===== src/rtl/core/stips_pkg.sv =====
// Package for the sorted-table insert-position search unit.
// Field widths and the command/status structs shared by the controller and datapath.
// No dependencies.
package stips_pkg;

  // Field widths
  localparam int unsigned IdxW = 10;  // entry_index
  localparam int unsigned ValW = 32;  // item_value and table entries
  localparam int unsigned PosW = 11;  // position, probe bounds
  localparam int unsigned CntW = 11;  // entries_in_use

  // Request codes
  localparam logic ReqWrite  = 1'b0;
  localparam logic ReqSearch = 1'b1;

  // Controller to datapath commands
  typedef struct packed {
    logic start;     // latch key and open the search interval
    logic wr_en;     // write the incoming beat into the table
    logic rd_en;     // issue a table read at the current midpoint
    logic step;      // compare read data and narrow the interval
    logic load_out;  // move the answer into the output register
  } dp_cmd_t;

  // Datapath to controller status
  typedef struct packed {
    logic empty;  // interval holds no more entries
    logic hit;    // an equal entry was probed
  } dp_status_t;

endpackage


===== src/rtl/core/stips_ctrl.sv =====
// Controller for the search unit: sequences table writes, probe reads and compares.
// Depends on stips_pkg for the command and status structs.
module stips_ctrl (
  input  logic                 clk_i,
  input  logic                 rst_ni,
  input  logic                 in_valid_i,
  input  logic                 req_type_i,
  output logic                 in_stall_o,
  output logic                 out_valid_o,
  input  logic                 out_stall_i,
  output stips_pkg::dp_cmd_t   cmd_o,
  input  stips_pkg::dp_status_t status_i
);

  localparam logic [1:0] StIdle   = 2'd0;
  localparam logic [1:0] StRead   = 2'd1;
  localparam logic [1:0] StCmp    = 2'd2;
  localparam logic [1:0] StFinish = 2'd3;

  logic [1:0] state_q, state_d;
  logic       out_valid_q, out_valid_d;
  logic       accept;

  assign in_stall_o = (state_q != StIdle);
  assign accept     = in_valid_i && (state_q == StIdle);

  // Next state and commands
  always_comb begin
    state_d     = state_q;
    cmd_o       = '0;
    out_valid_d = out_valid_q && out_stall_i;
    case (state_q)
      StIdle: begin
        if (accept) begin
          if (req_type_i == stips_pkg::ReqSearch) begin
            cmd_o.start = 1'b1;
            state_d     = StRead;
          end else begin
            cmd_o.wr_en = 1'b1;
          end
        end
      end
      StRead: begin
        if (status_i.empty || status_i.hit) begin
          state_d = StFinish;
        end else begin
          cmd_o.rd_en = 1'b1;
          state_d     = StCmp;
        end
      end
      StCmp: begin
        cmd_o.step = 1'b1;
        state_d    = StRead;
      end
      StFinish: begin
        // Hold the answer until the output register is free
        if (!out_valid_q || !out_stall_i) begin
          cmd_o.load_out = 1'b1;
          out_valid_d    = 1'b1;
          state_d        = StIdle;
        end
      end
      default: begin
        state_d = StIdle;
      end
    endcase
  end

  always_ff @(posedge clk_i or negedge rst_ni) begin
    if (!rst_ni) begin
      state_q     <= StIdle;
      out_valid_q <= 1'b0;
    end else begin
      state_q     <= state_d;
      out_valid_q <= out_valid_d;
    end
  end

  assign out_valid_o = out_valid_q;

endmodule


===== config.mk =====
export PLATFORM = sky130hd
export DESIGN_NAME = stips_ctrl
export DESIGN_NICKNAME = d
export VERILOG_FILES = /design/src/rtl/core/stips_pkg.sv /design/src/rtl/core/stips_ctrl.sv
export SDC_FILE = /design/constraint.sdc
export NUM_CORES = 1
export LEC_CHECK = 0
export ABC_AREA = 1
export BUFFER_PORTS_ARGS = -buffer_cell sky130_fd_sc_hd__buf_4
export CORE_AREA = 5 5 42 44
export CTS_CLUSTER_DIAMETER = 30
export DETAILED_ROUTE_END_ITERATION = 16
export DIE_AREA = 0 0 47 49
export PLACE_DENSITY = 0.33
export SYNTH_ARGS = -nofsm -noshare
export SYNTH_HDL_FRONTEND = slang
export SYNTH_SLANG_ARGS = --single-unit

===== constraint.sdc =====
create_clock -name clk_i -period 1.4 [get_ports clk_i]
set_clock_uncertainty 0.1 [all_clocks]
set_input_delay 0.07 -clock clk_i [delete_from_list [all_inputs] [get_ports clk_i]]
set_output_delay 0.07 -clock clk_i [all_outputs]
set_load 0.02 [all_outputs]

==> metrics, run 1 <==
Comb power frac=50.8%; Sw Share=43.5%; Clock transition at path regs=40 ps; Syn-to-layout area delta=101%; fillers=168; RSZ-0062 raised after global routing=false; Synthesized Nets=32; WL met3=88 µm; RePlAce Congestion=0.691; first-pass GRT wire length=800 µm; HP Class=input pin to async pin; CTS sink cnt=3; critical path class=register to primary output; Max-cap violations=0; # rows=14; Worst Path Buf+Inv=2; number of remaining DRC errors=0; fin. max-slew vios=0; syn_area_per_cell=6.51 µm²; io pins=14; grt ovf=0; Worst setup SP type=register; final worst path period share=91.8%; CTS root buf=clkbuf_4; Antenna Cells=0; Warnings, synthesis=0; DIE AREA=2300 µm²; Final Critical Period=1290 ps; post-synth cell types=6; clock share of power=22.4%; routed wl met2=199 µm; Net Switching=0.000294 W; drt wl/cell=8.37 µm; Relative slew margins=87.6%; M1 WL=214 µm; setup slack on the worst flop-to-flop path=390 ps; Nets=52; postcts setup bufs=0; post-route ant nets=0; CP Capture Type=primary output; Top Layer Used=met3; CTS buffer count=3; Placed Cells=54; Gate Count Post-Synth=25; Worst Reg-to-Reg Cells=4; CTS tree=yes; HPWL after DPL=418 µm; maximum VDD drop=0.572 mV; non-filler cells, final=60; mean number of vias per cell=3.60; vias in the first global route=219; initial core utilization=11.6%; CTS H-Tree Depth=1; slowest stage delay, CP=420 ps; via count=216; Core ar.=1400 µm²; Synth top area share=46.2%; Fin Setup TNS=0 ps; Critical Path RT=1230 ps; Pleak=0.186 nW; final setup fails=0; flops & latches, synth=3; Worst R2R End=state_q[0]$_DFFE_PN0P_; worst reg2reg startpoint=state_q[1]$_DFFE_PN0P_; P_int=0.000382 W; status=finished, final reports clean; final hold vios=0; largest net degree at the start of global routing=7; share of power burned in registers=26.8%; family with the most delay on the worst path=flip-flops; worst slew pin tran=185 ps; Pre-antenna DRT Iters=1; clk_lat worst skew=230 ps; worst-path cell chain=nor2_2 -> inv_1 -> nor2_1 -> buf_4; Max Root-Sink Buffers=2; post-synthesis sequential area ratio=46.2%; antenna violations before repair=0; Iteration-0 DRC Markers=0; CP Max Fanout=5; slowest CP cell=dfrtp_1; crit path DAT=1120 ps; port bufs=13; Power Dens Cells=2070 nW/µm²; Die Ht=49 µm; post-CTS sizing=0; Total Wirelength=502 µm; layout cells sized above 1=38.6%; total global-route track usage=5.00%; largest area contributor in the netlist=dfrtp_1; synthesized area=163 µm²; top area cells in the synthesized netlist=dfrtp_1 (46%), nand2_1 (23%), nor2_1 (14%), inv_1 (6.9%), nand3_1 (6.2%); die span in x=47 µm; fmax=0.778 GHz
metal layers:
layer  vias up  GRT usage [%]
met1        90           5.95
met5         -              0
li1        113              -
met3         0           1.11
met4         0           5.53
met2        13           6.56
sequential cells by signal, summed over array words and instances, names as in the netlist:
name         cells
state_q          2
out_valid_o      1
kinds of logic after synthesis:
kind of cell,after synthesis,share of synthesized area [%]
DFF,3,46.2
buffers and inverters,3,6.92
and+or+nand+nor,19,46.9
per-stage QoR:
| step | total power, W | cell area (µm²) | utilization [%] | hold slack [ps] | setup slack (ps) |
|---|---|---|---|---|---|
| after floorplan | 0.000376 | 163 | - | -326 | 246 |
| after global placement | 0.000524 | 280 | 20.0 | -239 | 343 |
| after detailed placement | 0.000527 | 280 | 20.0 | -237 | 334 |
| after CTS | 0.000693 | 327 | 23.3 | 52.2 | 83.1 |
| after global routing | 0.000733 | 327 | 23.3 | 89.9 | 16.1 |
| final | 0.000675 | 327 | 23.3 | 65.4 | 115 |
cells in the final DEF (no fill, tap or decap):
| cell | count |
|---|---|
| buf_4 | 13 |
| nand2_1 | 10 |
| nor2_1 | 6 |
| inv_1 | 3 |
| clkbuf_4 | 3 |
| dfrtp_1 | 3 |
| nand3_1 | 2 |
| dlygate4sd3_1 | 2 |
| nor2_2 | 1 |
| clkbuf_1 | 1 |
power groups by stage:
stage	Clock, W	Combinational [W]	Sequential (W)
final	0.000151	0.000343	0.000181
after global routing	0.000164	0.000380	0.000189
after CTS	0.000162	0.000350	0.000181
after detailed placement	0	0.000345	0.000182
after global placement	0	0.000345	0.000179
after floorplan	0	0.000186	0.000190
final cells by class:
class	count	area [µm²]	area share (%)
Clock buffer	4	26.3	8.05
Timing Repair Buffer	15	118	36.0
Sequential cell	3	75.1	23.0
Multi-Input combinational cell	19	76.3	23.4
Tap cell	16	20.0	6.13
Inverter	3	11.3	3.45
worst max-delay path by stage:
stage | cells past startpoint | endpoint | from | slack (ps)
after global routing | 4 | cmd_o[4] | state_q[1]$_DFFE_PN0P_ | 20
after global placement | 4 | cmd_o[4] | state_q[0]$_DFFE_PN0P_ | 340
final | 4 | cmd_o[4] | state_q[1]$_DFFE_PN0P_ | 110
after floorplan | 3 | cmd_o[4] | state_q[0]$_DFFE_PN0P_ | 250
after CTS | 4 | cmd_o[4] | state_q[0]$_DFFE_PN0P_ | 80
after detailed placement | 4 | cmd_o[4] | state_q[0]$_DFFE_PN0P_ | 330
Yosys cell counts (all sizes together):
cell	count
nand2	10
inv	3
nand3	2
dfrtp	3
nor2	7
worst register-to-register path, delay by kind of cell (launching register included):
family / cells / cell delay, ps
AND/OR/NAND/NOR: 4 / 380
flip-flops: 1 / 420
what timing repair did:
item,4_1_cts,5_1_grt
hold buffers,2,0
hold endpoints to repair,4,0
setup endpoints to repair,0,1
Power figures use the tool's default switching activity.
==> run 2, diff against run 1 <==
--- a/config.mk
+++ b/config.mk
@@ -7,11 +7,12 @@
 export LEC_CHECK = 0
 export ABC_AREA = 1
 export BUFFER_PORTS_ARGS = -buffer_cell sky130_fd_sc_hd__buf_4
+export CELL_PAD_IN_SITES_DETAIL_PLACEMENT = 1
+export CELL_PAD_IN_SITES_GLOBAL_PLACEMENT = 2
 export CORE_AREA = 5 5 42 44
-export CTS_CLUSTER_DIAMETER = 30
 export DETAILED_ROUTE_END_ITERATION = 16
 export DIE_AREA = 0 0 47 49
-export PLACE_DENSITY = 0.33
+export PLACE_DENSITY = 0.59
 export SYNTH_ARGS = -nofsm -noshare
 export SYNTH_HDL_FRONTEND = slang
 export SYNTH_SLANG_ARGS = --single-unit
==> run 2 against run 1 <==
Against the previous run: sequential power up 3%; count of clock-buffer cells in the layout unchanged; clock power about the same; register-to-register slack better by 20 ps; fmax up 0.81%; first-iteration DRC count unchanged; final cell count up 1.7%; cell area up 2.7%; global-route usage up 0.57 points; critical path depth unchanged; largest cell class unchanged; highest routed layer unchanged.
==> metrics, run 2 (synthesis gave the netlist of run 1 again) <==
status=finished, final reports clean; total global-route track usage=5.57% (+0.57 points); final setup fails=0 (unchanged); Max-cap violations=0 (unchanged); clk_lat worst skew=230 ps (about the same); non-filler cells, final=61 (+1.7%); worst hold slack=56.9 ps (-8.54 ps); CTS H-Tree Depth=1 (unchanged); start point of the critical path=state_q[1]$_DFFE_PN0P_; drt wl/cell=9.23 µm (+10%); Critical Path RT=1230 ps (about the same); Relative slew margins=88.9% (+1.2 points); setup slack on the worst flop-to-flop path=410 ps (+20 ps); RePlAce Congestion=0.664 (-3.8%); crit path to=cmd_o[4]; Max Root-Sink Buffers=2 (unchanged); Worst setup SP type=register; M2 GR Usage=7.47% (+0.90 points); fillers=184 (+9.5%); grt peak-use layer=met2; commonest non-fill, non-tap cell in the layout=buf_4; Final Critical Period=1270 ps (-10.4 ps); io pins=14 (unchanged); initial core utilization=11.6% (unchanged); post-route ant nets=0 (unchanged); Top reg by flops=state_q; CTS sink cnt=3 (unchanged); worst slew pin tran=167 ps (-18.6 ps); CP Capture Type=primary output; antenna violations before repair=0 (unchanged); fin. max-slew vios=0 (unchanged); grt met1 use=6.62% (+0.68 points); max reg flops=2 (unchanged); HP Class=input pin to async pin; worst reg2reg startpoint=state_q[1]$_DFFE_PN0P_; # rows=14 (unchanged); first-pass GRT wire length=924 µm (+16%); CP Max Fanout=5 (unchanged); port bufs=13 (unchanged); RSZ-0062 raised after global routing=false; mean number of vias per cell=3.70 (+2.9%); final worst path period share=91.1% (-0.74 points); final hold vios=0 (unchanged); Pleak=0.190 nW (+2.2%); Die Ht=49 µm (unchanged); DIE AREA=2300 µm² (unchanged); Worst R2R End=state_q[0]$_DFFE_PN0P_; CTS tree=yes; fmax=0.784 GHz (+0.81%); critical path class=register to primary output; number of remaining DRC errors=0 (unchanged); Antenna Cells=0 (unchanged); Core ar.=1400 µm² (unchanged); Fin Setup TNS=0 ps (unchanged); die span in x=47 µm (unchanged); crit path DAT=1100 ps (-20 ps); maximum VDD drop=0.679 mV (+19%); CTS root buf=clkbuf_4; Power Dens Cells=2100 nW/µm² (+1.7%); largest net degree at the start of global routing=7 (unchanged); Clock transition at path regs=40 ps (about the same); vias in the first global route=217 (-0.91%); CTS buffer count=3 (unchanged); Placed Cells=54 (unchanged); via count=226 (+4.6%); Syn-to-layout area delta=106%; layout cells sized above 1=42.2% (+3.6 points); Iteration-0 DRC Markers=0 (unchanged); HPWL after DPL=450 µm (+7.7%); Final Cell Area=335 µm² (+2.7%); Pre-antenna DRT Iters=1 (unchanged); Nets=53 (+1.9%); M3 GR Usage=3.69% (+2.6 points); most frequent cells in the layout=buf_4 (14), nand2_1 (10), nor2_1 (6); Total Wirelength=563 µm (+12%); grt ovf=0 (unchanged); Worst Reg-to-Reg Cells=4 (unchanged); DP Area=280 µm² (unchanged)
==> run 2: cell types whose count changed in the layout (fill, tap and decap cells not counted), sizes merged <==
cell	before	now
buf	13	14
==> run 2: layout make-up <==
class / instances / area, µm² / area share (%)
sequential: 3 / 76.3 / 22.8
tap: 16 / 20.0 / 5.97
multi-input combinational: 19 / 76.3 / 22.8
timing repair buffer: 16 / 125 / 37.3
inverter: 3 / 11.3 / 3.36
clock buffer: 4 / 26.3 / 7.84
==> run 2: repair_timing <==
| action | 4_1_cts | 5_1_grt |
|---|---|---|
| hold buffers | 2 | 0 |
| buffers inserted | 0 | 1 |
| resized for setup | 0 | 1 |
| setup endpoints to repair | 0 | 1 |
| endpoints found under the hold margin | 4 | 0 |
==> run 2: where the power goes <==
| part | total, W | internal [W] | switching (W) |
|---|---|---|---|
| combinational | 0.000369 | 0.000160 | 0.000209 |
| clock | 0.000150 | 0.000107 | 0.0000430 |
| sequential | 0.000187 | 0.000134 | 0.0000531 |
==> run 2: metal layers <==
| metal | vias to the layer above | routed length (µm) |
|---|---|---|
| met2 | 12 | 236 |
| met5 | - | 0 |
| met3 | 0 | 79 |
| met4 | 0 | 0 |
| met1 | 99 | 247 |
| li1 | 115 | - |
==> run 2: per-stage QoR <==
stage	util (%)	power (W)	setup slack [ps]
global placement	20.0	0.000525	366
finish	23.9	0.000705	125
CTS	23.3	0.000697	74.1
global route	23.9	0.000773	0.829
floorplan	-	0.000376	246
detailed placement	20.0	0.000531	332
==> run 2: how the worst min path moves through the flow <==
stage,from,endpoint
after global placement,rst_ni,out_valid_o$_DFF_PN0_
after floorplan,rst_ni,out_valid_o$_DFF_PN0_
after CTS,rst_ni,state_q[0]$_DFFE_PN0P_
after global routing,rst_ni,out_valid_o$_DFF_PN0_
final,rst_ni,state_q[0]$_DFFE_PN0P_
after detailed placement,rst_ni,state_q[1]$_DFFE_PN0P_
==> run 2: worst max-delay path, stage by stage, from the launching register on <==
cell,delay [ps]
dfrtp_1,410
nor2_2,160
inv_1,70
nor2_1,90
buf_4,140
